### src/rtl/fcbp_pkg.sv
`default_nettype none

package fcbp_pkg;

  // Payload bytes held for the head and digit fields (3 to 28).
  localparam int unsigned PayloadBytes = 8;
  localparam int unsigned StoreIdxW    = $clog2(PayloadBytes);
  localparam int unsigned HeadBytes    = 8;

  localparam logic [7:0]  CharCr   = 8'd13;
  localparam logic [7:0]  CharLf   = 8'd10;
  localparam logic [7:0]  CharZero = 8'h30;
  localparam logic [7:0]  CountMax = 8'hFF;
  localparam logic [15:0] BadDigit = 16'hFFFF;

  // Command byte values
  localparam logic [7:0] CmdFirst    = 8'd6;
  localparam logic [7:0] CmdLast     = 8'd21;
  localparam logic [7:0] CmdSleepClr = 8'd13;
  localparam logic [7:0] CmdDebug    = 8'd14;
  localparam logic [7:0] CmdSleep    = 8'd15;
  localparam logic [7:0] CmdPower    = 8'd16;
  localparam logic [7:0] CmdCoef     = 8'd19;

  typedef enum logic [3:0] {
    PhHunt    = 4'b0001,
    PhLf      = 4'b0010,
    PhPayload = 4'b0100,
    PhCmd     = 4'b1000
  } phase_e;

  typedef struct packed {
    logic [3:0]  command_code;
    logic [7:0]  payload_len;
    logic        payload_overflow;
    logic [63:0] payload_head;
    logic [15:0] digit_value;
    logic [7:0]  coef_select;
    logic        debug_on;
    logic        sleep_on;
    logic        power_on;
  } res_t;

  // Leading payload bytes plus length, fed to the digit converter.
  typedef struct packed {
    logic [7:0]  len;
    logic [23:0] lead;
  } digit_src_t;

endpackage

`default_nettype wire

### src/rtl/fcbp_rx_if.sv
`default_nettype none

interface fcbp_rx_if;
  logic       valid;
  logic       ready;
  logic [7:0] rx_byte;

  modport source (output valid, output rx_byte, input ready);
  modport sink   (input valid, input rx_byte, output ready);
endinterface

`default_nettype wire

### src/rtl/fcbp_res_if.sv
`default_nettype none

interface fcbp_res_if;
  logic        valid;
  logic        ready;
  logic [3:0]  command_code;
  logic [7:0]  payload_len;
  logic        payload_overflow;
  logic [63:0] payload_head;
  logic [15:0] digit_value;
  logic [7:0]  coef_select;
  logic        debug_on;
  logic        sleep_on;
  logic        power_on;

  modport source (
    output valid, output command_code, output payload_len, output payload_overflow,
    output payload_head, output digit_value, output coef_select, output debug_on,
    output sleep_on, output power_on, input ready
  );
  modport sink (
    input valid, input command_code, input payload_len, input payload_overflow,
    input payload_head, input digit_value, input coef_select, input debug_on,
    input sleep_on, input power_on, output ready
  );
endinterface

`default_nettype wire

### src/rtl/fcbp_digit_conv.sv
`default_nettype none

// Three ASCII digits to a binary value; BadDigit if any is missing or not 0-9.
module fcbp_digit_conv (
  input  fcbp_pkg::digit_src_t src_i,
  output logic [15:0]          digit_value_o
);

  logic [7:0] d0, d1, d2;
  logic       bad;

  always_comb begin
    d0  = src_i.lead[7:0]   ^ fcbp_pkg::CharZero;
    d1  = src_i.lead[15:8]  ^ fcbp_pkg::CharZero;
    d2  = src_i.lead[23:16] ^ fcbp_pkg::CharZero;
    bad = (d0 > 8'd9) || (d1 > 8'd9) || (d2 > 8'd9) || (src_i.len < 8'd3);
    if (bad) begin
      digit_value_o = fcbp_pkg::BadDigit;
    end else begin
      digit_value_o = 16'(d0) * 16'd100 + 16'(d1) * 16'd10 + 16'(d2);
    end
  end

endmodule

`default_nettype wire

### src/rtl/framed_command_byte_parser_unit.sv
`default_nettype none

// Framed command byte parser. Takes one received byte per transaction on rx_i
// and hunts for a CR LF start; the bytes after it up to the next CR are the
// payload, and the byte after that CR is the command. Command bytes 6 to 21
// give one transaction on res_o (code renumbered 0 to 15) carrying the payload
// length (saturating at 255), an overflow flag when more than PayloadBytes
// bytes came, the first eight stored bytes, the three-digit decimal value of
// the payload (65535 if not three valid digits) and the control bits as they
// stand after the command. Any other command byte ends the frame silently.
// Rate: one byte per clock while rx_i.ready is high. Parse state updates on
// the accepting edge; the result sits in a one-deep output register from the
// cycle after its command byte. rx_i.ready is low only while that register
// holds a result the sink is not taking in the same cycle.
module framed_command_byte_parser_unit (
  input  wire             clk_i,
  input  wire             rst_ni,
  fcbp_rx_if.sink         rx_i,
  fcbp_res_if.source      res_o
);

  fcbp_pkg::phase_e phase_q, phase_d;
  logic [7:0]  byte_count_q, byte_count_d;
  logic        overflow_q, overflow_d;
  logic [7:0]  store_q [fcbp_pkg::PayloadBytes];
  logic [7:0]  coef_q, coef_d;
  logic        debug_q, debug_d;
  logic        sleep_q, sleep_d;
  logic        power_q, power_d;
  logic        out_valid_q, out_valid_d;
  fcbp_pkg::res_t res_q, res_d;

  logic        in_acc;
  logic [7:0]  rx_byte;
  logic        cmd_hit;
  logic        fire;
  logic        store_wr;
  logic [63:0] head;
  logic [15:0] digit_value;
  fcbp_pkg::digit_src_t digit_src;

  assign rx_byte     = rx_i.rx_byte;
  assign rx_i.ready  = !out_valid_q || res_o.ready;
  assign in_acc      = rx_i.valid && rx_i.ready;
  assign cmd_hit     = (rx_byte >= fcbp_pkg::CmdFirst) && (rx_byte <= fcbp_pkg::CmdLast);
  assign fire        = in_acc && (phase_q == fcbp_pkg::PhCmd) && cmd_hit;

  // Head bytes: stored bytes below the count, zero elsewhere.
  for (genvar k = 0; k < fcbp_pkg::HeadBytes; k++) begin : g_head
    if (k < fcbp_pkg::PayloadBytes) begin : g_stored
      assign head[8*k +: 8] = (byte_count_q > 8'(k)) ? store_q[k] : 8'h00;
    end else begin : g_none
      assign head[8*k +: 8] = 8'h00;
    end
  end

  assign digit_src.len  = byte_count_q;
  assign digit_src.lead = head[23:0];

  fcbp_digit_conv u_digit_conv (
    .src_i         (digit_src),
    .digit_value_o (digit_value)
  );

  // Frame state machine and control bits
  always_comb begin
    phase_d      = phase_q;
    byte_count_d = byte_count_q;
    overflow_d   = overflow_q;
    coef_d       = coef_q;
    debug_d      = debug_q;
    sleep_d      = sleep_q;
    power_d      = power_q;
    store_wr     = 1'b0;
    if (in_acc) begin
      unique case (phase_q)
        fcbp_pkg::PhHunt: begin
          phase_d = (rx_byte == fcbp_pkg::CharCr) ? fcbp_pkg::PhLf : fcbp_pkg::PhHunt;
        end
        fcbp_pkg::PhLf: begin
          if (rx_byte == fcbp_pkg::CharLf) begin
            phase_d      = fcbp_pkg::PhPayload;
            byte_count_d = 8'h00;
            overflow_d   = 1'b0;
          end else begin
            phase_d = fcbp_pkg::PhHunt;
          end
        end
        fcbp_pkg::PhPayload: begin
          if (rx_byte == fcbp_pkg::CharCr) begin
            phase_d = fcbp_pkg::PhCmd;
          end else begin
            if (byte_count_q < 8'(fcbp_pkg::PayloadBytes)) begin
              store_wr = 1'b1;
            end else begin
              overflow_d = 1'b1;
            end
            if (byte_count_q != fcbp_pkg::CountMax) begin
              byte_count_d = byte_count_q + 8'd1;
            end
          end
        end
        fcbp_pkg::PhCmd: begin
          phase_d = fcbp_pkg::PhHunt;
          if (cmd_hit) begin
            unique case (rx_byte)
              fcbp_pkg::CmdSleepClr: sleep_d = 1'b0;
              fcbp_pkg::CmdDebug:    debug_d = !debug_q;
              fcbp_pkg::CmdSleep:    sleep_d = !sleep_q;
              fcbp_pkg::CmdPower:    power_d = !power_q;
              fcbp_pkg::CmdCoef:     coef_d  = head[7:0] ^ fcbp_pkg::CharZero;
              default: ;
            endcase
          end
        end
        default: phase_d = fcbp_pkg::PhHunt;
      endcase
    end
  end

  // Result word, built from the state after the command
  always_comb begin
    res_d.command_code     = 4'(rx_byte - fcbp_pkg::CmdFirst);
    res_d.payload_len      = byte_count_q;
    res_d.payload_overflow = overflow_q;
    res_d.payload_head     = head;
    res_d.digit_value      = digit_value;
    res_d.coef_select      = coef_d;
    res_d.debug_on         = debug_d;
    res_d.sleep_on         = sleep_d;
    res_d.power_on         = power_d;
  end

  always_comb begin
    out_valid_d = out_valid_q;
    if (res_o.ready) begin
      out_valid_d = 1'b0;
    end
    if (fire) begin
      out_valid_d = 1'b1;
    end
  end

  always_ff @(posedge clk_i or negedge rst_ni) begin
    if (!rst_ni) begin
      phase_q      <= fcbp_pkg::PhHunt;
      byte_count_q <= 8'h00;
      overflow_q   <= 1'b0;
      coef_q       <= 8'h00;
      debug_q      <= 1'b0;
      sleep_q      <= 1'b0;
      power_q      <= 1'b0;
      out_valid_q  <= 1'b0;
    end else begin
      phase_q      <= phase_d;
      byte_count_q <= byte_count_d;
      overflow_q   <= overflow_d;
      coef_q       <= coef_d;
      debug_q      <= debug_d;
      sleep_q      <= sleep_d;
      power_q      <= power_d;
      out_valid_q  <= out_valid_d;
    end
  end

  // Payload store: only positions below the count are ever shown
  always_ff @(posedge clk_i) begin
    if (store_wr) begin
      store_q[byte_count_q[fcbp_pkg::StoreIdxW-1:0]] <= rx_byte;
    end
  end

  always_ff @(posedge clk_i) begin
    if (fire) begin
      res_q <= res_d;
    end
  end

  assign res_o.valid            = out_valid_q;
  assign res_o.command_code     = res_q.command_code;
  assign res_o.payload_len      = res_q.payload_len;
  assign res_o.payload_overflow = res_q.payload_overflow;
  assign res_o.payload_head     = res_q.payload_head;
  assign res_o.digit_value      = res_q.digit_value;
  assign res_o.coef_select      = res_q.coef_select;
  assign res_o.debug_on         = res_q.debug_on;
  assign res_o.sleep_on         = res_q.sleep_on;
  assign res_o.power_on         = res_q.power_on;

  // Only a command byte can load a result
  a_no_result_outside_cmd: assert property (@(posedge clk_i) disable iff (!rst_ni)
    (in_acc && phase_q != fcbp_pkg::PhCmd) |=> !out_valid_q)
    else $error("result raised by a non-command byte");

  // LF after CR opens a clean payload
  a_lf_clears_count: assert property (@(posedge clk_i) disable iff (!rst_ni)
    (in_acc && phase_q == fcbp_pkg::PhLf && rx_byte == fcbp_pkg::CharLf)
    |=> (byte_count_q == 8'h00 && !overflow_q && phase_q == fcbp_pkg::PhPayload))
    else $error("frame start did not clear payload state");

  a_digits_need_len: assert property (@(posedge clk_i) disable iff (!rst_ni)
    (out_valid_q && res_q.digit_value != fcbp_pkg::BadDigit) |-> (res_q.payload_len >= 8'd3))
    else $error("digit value from a short payload");

  a_overflow_len: assert property (@(posedge clk_i) disable iff (!rst_ni)
    (out_valid_q && res_q.payload_overflow)
    |-> (res_q.payload_len > 8'(fcbp_pkg::PayloadBytes)))
    else $error("overflow flagged without excess bytes");

endmodule

`default_nettype wire
### src/flat_wrapper.sv
// flat-port wrapper written by rule: the top's interface ports become plain ports
module framed_command_byte_parser_unit_flat 
  (clk_i, rst_ni, rx_i_valid, rx_i_rx_byte, rx_i_ready, res_o_valid, res_o_command_code, res_o_payload_len, res_o_payload_overflow, res_o_payload_head, res_o_digit_value, res_o_coef_select, res_o_debug_on, res_o_sleep_on, res_o_power_on, res_o_ready);
  fcbp_rx_if rx_i_i ();
  fcbp_res_if res_o_i ();
  input  wire clk_i;
  input  wire rst_ni;
  input wire logic [$bits(rx_i_i.valid)-1:0] rx_i_valid;
  input wire logic [$bits(rx_i_i.rx_byte)-1:0] rx_i_rx_byte;
  output wire logic [$bits(rx_i_i.ready)-1:0] rx_i_ready;
  output wire logic [$bits(res_o_i.valid)-1:0] res_o_valid;
  output wire logic [$bits(res_o_i.command_code)-1:0] res_o_command_code;
  output wire logic [$bits(res_o_i.payload_len)-1:0] res_o_payload_len;
  output wire logic [$bits(res_o_i.payload_overflow)-1:0] res_o_payload_overflow;
  output wire logic [$bits(res_o_i.payload_head)-1:0] res_o_payload_head;
  output wire logic [$bits(res_o_i.digit_value)-1:0] res_o_digit_value;
  output wire logic [$bits(res_o_i.coef_select)-1:0] res_o_coef_select;
  output wire logic [$bits(res_o_i.debug_on)-1:0] res_o_debug_on;
  output wire logic [$bits(res_o_i.sleep_on)-1:0] res_o_sleep_on;
  output wire logic [$bits(res_o_i.power_on)-1:0] res_o_power_on;
  input wire logic [$bits(res_o_i.ready)-1:0] res_o_ready;
  assign rx_i_i.valid = rx_i_valid;
  assign rx_i_i.rx_byte = rx_i_rx_byte;
  assign rx_i_ready = rx_i_i.ready;
  assign res_o_valid = res_o_i.valid;
  assign res_o_command_code = res_o_i.command_code;
  assign res_o_payload_len = res_o_i.payload_len;
  assign res_o_payload_overflow = res_o_i.payload_overflow;
  assign res_o_payload_head = res_o_i.payload_head;
  assign res_o_digit_value = res_o_i.digit_value;
  assign res_o_coef_select = res_o_i.coef_select;
  assign res_o_debug_on = res_o_i.debug_on;
  assign res_o_sleep_on = res_o_i.sleep_on;
  assign res_o_power_on = res_o_i.power_on;
  assign res_o_i.ready = res_o_ready;
  framed_command_byte_parser_unit u_core (.clk_i(clk_i), .rst_ni(rst_ni), .rx_i(rx_i_i), .res_o(res_o_i));
endmodule
### config.mk
export PLATFORM = sky130hd
export DESIGN_NAME = framed_command_byte_parser_unit_flat
export DESIGN_NICKNAME = d
export VERILOG_FILES = /design/src/rtl/fcbp_pkg.sv /design/src/rtl/fcbp_rx_if.sv /design/src/rtl/fcbp_res_if.sv /design/src/rtl/fcbp_digit_conv.sv /design/src/rtl/framed_command_byte_parser_unit.sv /design/src/flat_wrapper.sv
export SDC_FILE = /design/constraint.sdc
export NUM_CORES = 1
export LEC_CHECK = 0
export BUFFER_PORTS_ARGS = -buffer_cell sky130_fd_sc_hd__buf_4
export CORE_MARGIN = 2
export CORE_UTILIZATION = 62
export DETAILED_ROUTE_END_ITERATION = 12
export PLACE_DENSITY_LB_ADDON = 0.12
export SLEW_MARGIN = 25
export SYNTH_ARGS = -nofsm -noshare
export SYNTH_HDL_FRONTEND = slang
export SYNTH_SLANG_ARGS = --single-unit
### constraint.sdc
create_clock -name clk_i -period 12.4 [get_ports clk_i]
set_input_delay 3.1 -clock clk_i [delete_from_list [all_inputs] [get_ports clk_i]]
set_output_delay 3.1 -clock clk_i [all_outputs]
set_load 0.02 [all_outputs]
==> results of run 1 <==
-- registers in the layout (all words and copies together), names as in the netlist --
signal                         count
u_core.res_o.command_code          4
u_core.debug_q                     1
u_core.res_o.digit_value          16
u_core.res_o.payload_overflow      1
u_core.sleep_q                     1
u_core.res_o.power_on              1
u_core.coef_q                      8
u_core.res_o.coef_select           8
u_core.res_o.valid                 1
u_core.res_o.debug_on              1
u_core.phase_q                     4
u_core.res_o.payload_head         64
u_core.byte_count_q                8
u_core.store_q                    64
u_core.res_o.sleep_on              1
u_core.power_q                     1
u_core.overflow_q                  1
u_core.res_o.payload_len           8
-- cell type report --
type,count,share of cell area
Multi-Input combinational cell,396,0.286
Sequential cell,193,0.533
Clock inverter,13,0.0182
Inverter,45,0.0159
Timing Repair Buffer,119,0.0840
Tap cell,180,0.0212
Clock buffer,19,0.0407
-- power groups by stage --
stage | clock network (W) | registers, W | logic (W)
6_report | 0.000573 | 0.000701 | 0.0000182
5_1_grt | 0.000604 | 0.000701 | 0.0000201
4_1_cts | 0.000577 | 0.000701 | 0.0000182
3_5_place_dp | 0 | 0.000716 | 0.0000181
3_3_place_gp | 0 | 0.000715 | 0.0000175
2_1_floorplan | 0 | 0.000715 | 0.00000621
-- worst max-delay path: cells and delay by family --
| family | cells | cell delay (ns) |
|---|---|---|
| simple gates | 1 | 0.17 |
| buf+inv | 2 | 0.27 |
-- stage by stage --
step,instances,instance area (sq um),util
6_report,965,10600,0.760
2_1_floorplan,643,8920,-
5_1_grt,965,10600,0.760
4_1_cts,965,10600,0.759
3_5_place_dp,933,9990,0.714
3_3_place_gp,933,9990,0.714
-- worst min-delay path by stage --
stage	cells past startpoint	end	start
global placement	0	u_core.res_o.payload_overflow$_DFFE_PP_	u_core.overflow_q$_DFFE_PN0P_
finish	0	u_core.res_o.payload_overflow$_DFFE_PP_	u_core.overflow_q$_DFFE_PN0P_
global route	0	u_core.res_o.payload_overflow$_DFFE_PP_	u_core.overflow_q$_DFFE_PN0P_
floorplan	0	u_core.res_o.payload_len[2]$_DFFE_PP_	u_core.byte_count_q[2]$_DFFE_PN0P_
detailed placement	0	u_core.res_o.payload_overflow$_DFFE_PP_	u_core.overflow_q$_DFFE_PN0P_
CTS	0	u_core.res_o.payload_overflow$_DFFE_PP_	u_core.overflow_q$_DFFE_PN0P_
-- cell families after synthesis --
family | count (synthesis) | share of synthesized area
AND/OR/NAND/NOR | 206 | 0.129
buffers and inverters | 54 | 0.0238
XOR/XNOR | 30 | 0.0295
AO/OA/AOI/OAI | 75 | 0.0558
flip-flops | 193 | 0.636
adder cells (fa/ha/maj) | 75 | 0.114
multiplexers | 10 | 0.0125
-- metal layers --
layer  routed length, microns  up-vias
li1                         -     2579
met1                     7530     2655
met2                     8540      180
met3                     1010       36
met4                      380        0
met5                        0        -
-- placed cells by master (no fill, tap or decap), types with 3 or more instances in the layout --
cell	count
sky130_fd_sc_hd__a211oi_1	3
sky130_fd_sc_hd__a21o_1	9
sky130_fd_sc_hd__a21oi_1	17
sky130_fd_sc_hd__and2_1	26
sky130_fd_sc_hd__and3_1	8
sky130_fd_sc_hd__buf_4	119
sky130_fd_sc_hd__bufinv_16	3
sky130_fd_sc_hd__clkbuf_16	17
sky130_fd_sc_hd__dfrtp_1	24
sky130_fd_sc_hd__edfxtp_1	168
sky130_fd_sc_hd__fa_1	10
sky130_fd_sc_hd__ha_1	65
sky130_fd_sc_hd__inv_1	45
sky130_fd_sc_hd__inv_8	4
sky130_fd_sc_hd__mux2_2	9
sky130_fd_sc_hd__nand2_1	46
sky130_fd_sc_hd__nand2b_1	5
sky130_fd_sc_hd__nand3_1	15
sky130_fd_sc_hd__nand4_1	5
sky130_fd_sc_hd__nand4b_1	3
sky130_fd_sc_hd__nor2_1	30
sky130_fd_sc_hd__nor2b_1	39
sky130_fd_sc_hd__nor3_1	8
sky130_fd_sc_hd__o21a_1	5
sky130_fd_sc_hd__o21ai_0	20
sky130_fd_sc_hd__or2_2	3
sky130_fd_sc_hd__xnor2_1	17
sky130_fd_sc_hd__xor2_1	13
==> reports/results.txt, run 1 <==
Result of the run: completed
Post-synth ARST share: 0.130
H-tree Lvls: 4
Source-to-sink clock delay at the later pin of the worst-skew pair: 0.43 ns
Die Height: 124 microns
Count of cells along the worst register-to-register path: 22
Arrival time at the worst endpoint: 3.55 ns
Share of the synthesized area in the top cell type: 0.566
Final Slew Violations: 0
Most common cell in the netlist: sky130_fd_sc_hd__edfxtp_1
Power density cells: 122 nW/um^2
Net switching power: 0.000261 W
Capture point of the worst reg-to-reg path: u_core.res_o.digit_value[14]$_SDFFCE_PP1P_
Required @ worst endpoint: 9.30 ns
Top FF cell, synth: sky130_fd_sc_hd__edfxtp_1
Fraction of power spent switching nets: 0.202
Setup slack of the worst register-to-register path: 6.81 ns
Tightest slew margin relative to the limit: 0.331
CTS tree: yes
Worst setup slack after layout: 5.75 ns
N_diodes: 0
Worst slack at placement: 5.75 ns
DR DRC count: 0
Area occupied by registers: 5670 sq um
Highest Clock Rate: 150 MHz
Register share of total power: 0.543
Combinational share of power: 0.014
Nature of the critical path endpoint: primary output
Period Utilization, post-route: 0.536
Leakage: 4.27 nW
Via count of the first global-routing pass: 5369
Setup tns final: 0 ns
Number of vias in the routed layout: 5450
Last weighted congestion value of the routability-driven placer: 0.872
Worst setup path startpoint: res_o_ready
Worst reg2reg path startpoint: u_core.byte_count_q[0]$_DFFE_PN0P_
Initial detailed-routing violation count: 351
Final hold violation count: 0
Per-cell via count in the routed design: 5.65
Area taken by multi-input logic gates: 3050 sq um
Startpoint-to-endpoint class of the critical path: in2out
Highest cell delay on the worst timing path: 0.17 ns
CTS root buf: sky130_fd_sc_hd__clkbuf_16
Total routing usage reported by global routing: 0.242
Routed Antenna Nets: 0
Post-CTS Hold Buffers: 0
Syn Std Cell Area: 8920 sq um
Row cnt: 43
Post-route worst hold slack: 0.455 ns
Global-route track usage on met1: 0.329
Post-Route WL: 17500 microns
Crit path cell chain: buf_4, nand2b_1, buf_4
Largest fanout on the critical path: 4
Most Crowded Layer GR: met2
Clock power frac: 0.443
Gr ovfl total: 0
Initial antenna violation count: 0
Max rail drop VDD: 0.0000972 V
Number of synthesized flops with an enable pin: 168
Inserted Clock Buffers: 17
Setup bufs post-CTS: 0
Count of warnings emitted by yosys: 0
Num ports: 118
Routing usage on met2: 0.380
Global routing met3 resource utilization: 0.0563
Cell Int Power: 0.00103 W
Core footprint: 14000 sq um
Number of distinct library cells after synthesis: 56
WL per Instance: 18.1 microns
Critical Path Start Type: input pin
Most area-consuming cells after synthesis: sky130_fd_sc_hd__edfxtp_1 (57%), sky130_fd_sc_hd__ha_1 (9.1%), sky130_fd_sc_hd__dfrtp_1 (6.7%)
Count of instances resized after the clock tree is built: 0
DIE WIDTH: 124 microns
Post-layout net count: 859
Gate count of the mapped netlist: 643
Syn Area/Cell: 13.9 sq um
Clock Sink Count: 193
Pre-Repair DR Iteration Count: 4
Signed area change from the synthesized netlist to the final layout: 19.2%
Filler Cells Inserted: 873
Cell with the largest stage delay on the worst path: sky130_fd_sc_hd__nand2b_1
Post-synthesis cell type with the largest combined area: sky130_fd_sc_hd__edfxtp_1
Number of flip-flops and latches in the synthesized netlist: 193
Nets in the synthesized netlist: 730
Clock period minus final worst setup slack: 6.65 ns
Sequential-to-total area share from yosys stat: 0.636
Unrepaired setup endpoints after global routing: no
Ranking of synthesized cells by instance count: sky130_fd_sc_hd__edfxtp_1 (168), sky130_fd_sc_hd__ha_1 (65), sky130_fd_sc_hd__nand2_1 (46), sky130_fd_sc_hd__inv_1 (45), sky130_fd_sc_hd__nor2b_1 (39)
Most repeated library cell on the critical path: sky130_fd_sc_hd__buf_4
Transition time at the pin with the least slew margin: 0.995 ns
Clock transition at the registers of the reported paths: 0.07 ns
Largest net degree at the start of global routing: 56
Setup crit end: rx_i_ready
Number of buffers added on ports: 117
Number of maximum-capacitance violations: 0
Half-perimeter wire length after detailed placement: 12000 microns
Total power draw: 0.00129 W
CTS max path bufs: 2
Total Die Area: 15400 sq um
HP Class: reg2reg
Largest clock skew in the final design: 0.00723 ns
Layout cell share with drive strength beyond 1: 0.222
Effective utilization at floorplan: 0.638
Number of setup violations in the final report: 0
Wire length of the first global-routing pass: 27400 microns
Power figures use the tool's default switching activity.
==> inputs of run 2 (changes only) <==
CORE_UTILIZATION = 52   (was 62)
clock period = 6.1 ns   (was 12.4 ns; I/O delays follow)
==> run 2 against run 1 <==
Effect of this change: cell count increased by 3.9%; largest cell class unchanged; worst setup slack got worse by 5.2 ns; first-iteration DRC count decreased by 16%; clock-buffer cell count decreased by 2; register-to-register slack got worse by 6.3 ns; core utilization decreased by 12 points; critical path depth increased by 16; via count decreased by 2.3%; non-clock buffer count unchanged; largest power group unchanged; sequential power increased by 100%; sequential cell count unchanged; design area increased by 0.15%.
==> reports/results.txt, run 2 (same netlist as run 1, synthesis figures left out) <==
Result of the run: completed
Final hold violation count: 0
Highest Clock Rate: 179 MHz
N_diodes: 0
Area occupied by registers: 5670 sq um
CTS root buf: sky130_fd_sc_hd__clkbuf_16
Leakage: 4.26 nW
Clock transition at the registers of the reported paths: 0.07 ns
Effective utilization at floorplan: 0.534
Num ports: 118
Number of vias in the routed layout: 5323
Post-Route WL: 17200 microns
Largest clock skew in the final design: 0.00914 ns
Unrepaired setup endpoints after global routing: no
Inserted Clock Buffers: 17
Non-filler instance count after layout: 1003
Hold-critical path endpoint: u_core.power_q$_DFF_PN0_
Worst slack at placement: 0.619 ns
Total Die Area: 18200 sq um
Setup bufs post-CTS: 0
Worst reg2reg path startpoint: u_core.byte_count_q[0]$_DFFE_PN0P_
Per-cell via count in the routed design: 5.31
Power density cells: 241 nW/um^2
Area taken by multi-input logic gates: 3060 sq um
Number of setup violations in the final report: 0
Placement Cell Area: 10100 sq um
Most common library cell in the layout ignoring fill and taps: sky130_fd_sc_hd__edfxtp_1
Gr ovfl total: 0
Startpoint-to-endpoint class of the critical path: reg2reg
Via count of the first global-routing pass: 5230
Largest net degree at the start of global routing: 61
Total routing usage reported by global routing: 0.198
Layout cell share with drive strength beyond 1: 0.225
Pre-Repair DR Iteration Count: 5
Setup slack of the worst register-to-register path: 0.51 ns
WL per Instance: 17.1 microns
Count of instances resized after the clock tree is built: 0
Required @ worst endpoint: 6.27 ns
Half-perimeter wire length after detailed placement: 12000 microns
Leading cell types in the layout, fill and taps excluded: sky130_fd_sc_hd__edfxtp_1 (168), sky130_fd_sc_hd__buf_4 (119), sky130_fd_sc_hd__ha_1 (65)
Hold path startpoint: u_core.power_q$_DFF_PN0_
Clock Sink Count: 193
Row cnt: 47
Number of maximum-capacitance violations: 0
Routed Antenna Nets: 0
Initial detailed-routing violation count: 295
HP Class: reg2reg
Tightest slew margin relative to the limit: 0.349
CTS tree: yes
Source-to-sink clock delay at the later pin of the worst-skew pair: 0.43 ns
Last weighted congestion value of the routability-driven placer: 0.872
Nature of the critical path endpoint: flip-flop
DR DRC count: 0
CTS max path bufs: 2
Largest fanout on the critical path: 11
Period Utilization, post-route: 0.917
Arrival time at the worst endpoint: 5.77 ns
Post-layout net count: 859
Placed cell count: 973
Core footprint: 16700 sq um
H-tree Lvls: 4
Signed area change from the synthesized netlist to the final layout: 19.4%
Final Slew Violations: 0
Clock period minus final worst setup slack: 5.59 ns
Number of buffers added on ports: 117
Die Height: 135 microns
Transition time at the pin with the least slew margin: 0.967 ns
Post-route worst hold slack: 0.471 ns
Post-CTS Hold Buffers: 0
Wire length of the first global-routing pass: 27300 microns
Critical Path Start Type: flip-flop
Count of cells along the worst register-to-register path: 19
Final instance area: 10600 sq um
Total power draw: 0.00256 W
Capture point of the worst reg-to-reg path: u_core.res_o.digit_value[13]$_SDFFCE_PP1P_
Worst setup slack after layout: 0.508 ns
Initial antenna violation count: 0
DIE WIDTH: 135 microns
Max rail drop VDD: 0.000193 V
Worst Hold Path Cells: 1
Filler Cells Inserted: 1297
[run 2: critical path, cell delays in order (launching register included)]
cell and delay, ns:
sky130_fd_sc_hd__dfrtp_1 0.58, sky130_fd_sc_hd__inv_1 0.16, sky130_fd_sc_hd__ha_1 0.29, sky130_fd_sc_hd__o21ai_0 0.79, sky130_fd_sc_hd__nand2_1 0.23, sky130_fd_sc_hd__ha_1 0.38
sky130_fd_sc_hd__fa_1 0.46, sky130_fd_sc_hd__a21o_1 0.17, sky130_fd_sc_hd__a21oi_1 0.25, sky130_fd_sc_hd__nor2b_1 0.08, sky130_fd_sc_hd__o21ai_0 0.15, sky130_fd_sc_hd__nand2_1 0.09
sky130_fd_sc_hd__xnor2_1 0.18, sky130_fd_sc_hd__ha_1 0.27, sky130_fd_sc_hd__ha_1 0.36, sky130_fd_sc_hd__nand2_1 0.07, sky130_fd_sc_hd__o31a_1 0.27, sky130_fd_sc_hd__o21ai_0 0.30
sky130_fd_sc_hd__xor2_1 0.18, sky130_fd_sc_hd__nand2_1 0.07
[run 2: metal layers]
metal,track usage,share of wire
met5,0,0
met4,0.0637,0.015
met3,0.0458,0.055
met2,0.301,0.46
met1,0.285,0.47
[run 2: how the worst max path moves through the flow]
stage | startpoint | endpoint
detailed placement | u_core.byte_count_q[6]$_DFFE_PN0P_ | u_core.res_o.digit_value[13]$_SDFFCE_PP1P_
global placement | u_core.byte_count_q[0]$_DFFE_PN0P_ | u_core.res_o.digit_value[14]$_SDFFCE_PP1P_
floorplan | rx_i_rx_byte[5] | u_core.res_o.coef_select[2]$_DFFE_PP_
finish | u_core.byte_count_q[0]$_DFFE_PN0P_ | u_core.res_o.digit_value[13]$_SDFFCE_PP1P_
CTS | u_core.byte_count_q[6]$_DFFE_PN0P_ | u_core.res_o.digit_value[13]$_SDFFCE_PP1P_
global route | u_core.byte_count_q[6]$_DFFE_PN0P_ | u_core.res_o.digit_value[14]$_SDFFCE_PP1P_
[run 2: report_power, final]
group          internal (W)  switching (W)  leakage [nW]
sequential          0.00142     0.00000236          1.75
combinational     0.0000100      0.0000280          2.22
clock              0.000611       0.000488         0.289
[run 2: layout make-up]
cell class / instances / share of cell area
Multi-Input combinational cell: 396 / 0.287
Clock buffer: 17 / 0.0400
Inverter: 45 / 0.0159
Clock inverter: 13 / 0.0145
Tap cell: 220 / 0.0259
Sequential cell: 193 / 0.533
Timing Repair Buffer: 119 / 0.0839
[run 2: metrics by stage]
| stage | util | setup TNS [ns] |
|---|---|---|
| finish | 0.638 | 0 |
| global route | 0.638 | 0 |
| CTS | 0.637 | 0 |
| detailed placement | 0.602 | 0 |
| floorplan | - | -10.81 |
| global placement | 0.602 | 0 |
==> inputs of run 3 (changes only) <==
==> constraint.sdc (replaced) <==
create_clock -name clk_i -period 6.1 [get_ports clk_i]
set_input_delay 0.915 -clock clk_i [delete_from_list [all_inputs] [get_ports clk_i]]
set_output_delay 0.915 -clock clk_i [all_outputs]
set_load 0.02 [all_outputs]
==> run 3 against run 2 <==
Effect of this change: design area decreased by 0.31%; clock power decreased by 5%; total power decreased by 2.3%; critical endpoint is now u_core.res_o.digit_value[14]$_SDFFCE_PP1P_.
==> reports/results.txt, run 3 (same netlist as run 1, synthesis figures left out) <==
Largest clock skew in the final design: 0.00825 ns
Die Height: 135 microns
Clock period minus final worst setup slack: 5.55 ns
Critical Path Start Type: flip-flop
DR DRC count: 0
Result of the run: completed
Final hold violation count: 0
Core footprint: 16700 sq um
Post-layout net count: 859
Highest Clock Rate: 180 MHz
Via count of the first global-routing pass: 5141
Most repeated library cell on the critical path: sky130_fd_sc_hd__ha_1
Required @ worst endpoint: 6.27 ns
Arrival time at the worst endpoint: 5.72 ns
Largest fanout on the critical path: 12
Count of instances resized after the clock tree is built: 0
H-tree Lvls: 4
Power density cells: 236 nW/um^2
Total power draw: 0.00251 W
CTS root buf: sky130_fd_sc_hd__clkbuf_16
Number of vias in the routed layout: 5340
Max rail drop VDD: 0.000239 V
Row cnt: 47
Number of setup violations in the final report: 0
Met2 routed wirelength: 7840 microns
Detailed-routed wire length on met3: 923 microns
Most common library cell in the layout ignoring fill and taps: sky130_fd_sc_hd__edfxtp_1
Pre-Repair DR Iteration Count: 5
Leading cell types in the layout, fill and taps excluded: sky130_fd_sc_hd__edfxtp_1 (168), sky130_fd_sc_hd__buf_4 (119), sky130_fd_sc_hd__ha_1 (65)
Setup slack of the worst register-to-register path: 0.55 ns
Cell with the largest stage delay on the worst path: sky130_fd_sc_hd__and3_1
Total Die Area: 18200 sq um
Leakage: 4.23 nW
Clock transition at the registers of the reported paths: 0.07 ns
Clock Sink Count: 193
Signed area change from the synthesized netlist to the final layout: 19.0%
Post-Route M1 WL: 8230 microns
N_diodes: 0
Initial antenna violation count: 0
Number of maximum-capacitance violations: 0
Nature of the critical path endpoint: flip-flop
Period Utilization, post-route: 0.910
Effective utilization at floorplan: 0.534
Inserted Clock Buffers: 17
HP Class: in2async
Net switching power: 0.000536 W
Initial detailed-routing violation count: 293
Source-to-sink clock delay at the later pin of the worst-skew pair: 0.43 ns
Cell Int Power: 0.00197 W
Highest cell delay on the worst timing path: 0.47 ns
Topmost layer with routed signal wires: met4
Number of buffer and inverter stages on the critical path: 0
Clock power frac: 0.416
WL per Instance: 17.1 microns
Unrepaired setup endpoints after global routing: no
DIE WIDTH: 135 microns
Startpoint-to-endpoint class of the critical path: reg2reg
Tightest slew margin relative to the limit: 0.402
Total routing usage reported by global routing: 0.195
Final Slew Violations: 0
Wire length of the first global-routing pass: 26900 microns
Per-cell via count in the routed design: 5.31
Fraction of power spent switching nets: 0.214
Largest net degree at the start of global routing: 60
Combinational share of power: 0.015
Register share of total power: 0.569
Routed Antenna Nets: 0
Layout cell share with drive strength beyond 1: 0.225
Half-perimeter wire length after detailed placement: 12100 microns
Number of buffers added on ports: 117
Gr ovfl total: 0
Num ports: 118
CTS max path bufs: 2
Worst setup slack after layout: 0.552 ns
CTS tree: yes
Post-Route WL: 17200 microns
Family of cells with the greatest summed delay on the critical path: compound AO/OA/AOI/OAI gates
Worst slack at placement: 0.568 ns
Transition time at the pin with the least slew margin: 0.887 ns
Post-CTS Hold Buffers: 0
Crit path cell chain: nor4_4, and3_1, o21ai_0, and2_1, ha_1, ha_1, a21o_1, a21oi_1, o21bai_1, a21oi_1, o21ai_0, and2_1, ha_1, ha_1, a21o_1, nor2_1, nand4_1, a21oi_1, a211oi_1, nand3b_1
Setup bufs post-CTS: 0
Last weighted congestion value of the routability-driven placer: 0.880
[run 3: cell types whose count changed in the layout (fill, tap and decap cells not counted), sizes merged]
cell	delta
inv	+1
clkbuf	+1
bufinv	-2
clkinv	-1
clkinvlp	+3
[run 3: power by group through the flow]
stage                     sequential (W)  clock [W]  combinational (W)
final                            0.00143    0.00104          0.0000378
after global routing             0.00143    0.00110          0.0000412
after CTS                        0.00143    0.00105          0.0000381
after detailed placement         0.00145          0          0.0000381
after global placement           0.00145          0          0.0000375
after floorplan                  0.00145          0          0.0000127
[run 3: area by class of cell]
type,count,area (sq um)
Fill cell,1297,6090
Tap cell,220,275
Clock inverter,14,121
Inverter,45,169
Timing Repair Buffer,119,893
Clock buffer,18,429
Multi-Input combinational cell,396,3060
Sequential cell,193,5670
[run 3: worst register-to-register path, cell delays in order, from the launching register on]
cell	delay, ns
sky130_fd_sc_hd__dfrtp_1	0.45
sky130_fd_sc_hd__nor4_4	0.35
sky130_fd_sc_hd__and3_1	0.47
sky130_fd_sc_hd__o21ai_0	0.44
sky130_fd_sc_hd__and2_1	0.33
sky130_fd_sc_hd__ha_1	0.35
sky130_fd_sc_hd__ha_1	0.30
sky130_fd_sc_hd__a21o_1	0.17
sky130_fd_sc_hd__a21oi_1	0.22
sky130_fd_sc_hd__o21bai_1	0.09
sky130_fd_sc_hd__a21oi_1	0.24
sky130_fd_sc_hd__o21ai_0	0.13
sky130_fd_sc_hd__and2_1	0.17
sky130_fd_sc_hd__ha_1	0.27
sky130_fd_sc_hd__ha_1	0.36
sky130_fd_sc_hd__a21o_1	0.21
sky130_fd_sc_hd__nor2_1	0.12
sky130_fd_sc_hd__nand4_1	0.14
sky130_fd_sc_hd__a21oi_1	0.25
sky130_fd_sc_hd__a211oi_1	0.06
sky130_fd_sc_hd__nand3b_1	0.16
[run 3: final timing paths]
| path | start | to | cells after the start |
|---|---|---|---|
| max reg2reg | u_core.byte_count_q[6]$_DFFE_PN0P_ | u_core.res_o.digit_value[14]$_SDFFCE_PP1P_ | 20 |
| max in group asynchronous | rst_ni | u_core.phase_q[0]$_DFFE_PN1P_ | 1 |
| min reg2reg | u_core.power_q$_DFF_PN0_ | u_core.power_q$_DFF_PN0_ | 1 |
| min | rst_ni | u_core.overflow_q$_DFFE_PN0P_ | 1 |
| max | u_core.byte_count_q[6]$_DFFE_PN0P_ | u_core.res_o.digit_value[14]$_SDFFCE_PP1P_ | 20 |
| min in group clk_i | u_core.power_q$_DFF_PN0_ | u_core.power_q$_DFF_PN0_ | 1 |
[run 3: stage by stage]
stage / setup TNS [ns] / instances / instance area, sq um / hold slack, ns / utilization
floorplan: -0.685 / 643 / 8930 / 0.420 / -
global placement: 0 / 973 / 10100 / 0.440 / 0.602
detailed placement: 0 / 973 / 10100 / 0.439 / 0.602
CTS: 0 / 1005 / 10600 / 0.372 / 0.635
global route: 0 / 1005 / 10600 / 0.388 / 0.636
finish: 0 / 1005 / 10600 / 0.379 / 0.636
[run 3: per-layer routing]
metal	vias up	GRT usage
met5	-	0
met4	0	0.0648
met3	18	0.0428
met2	156	0.292
met1	2592	0.286
li1	2574	-
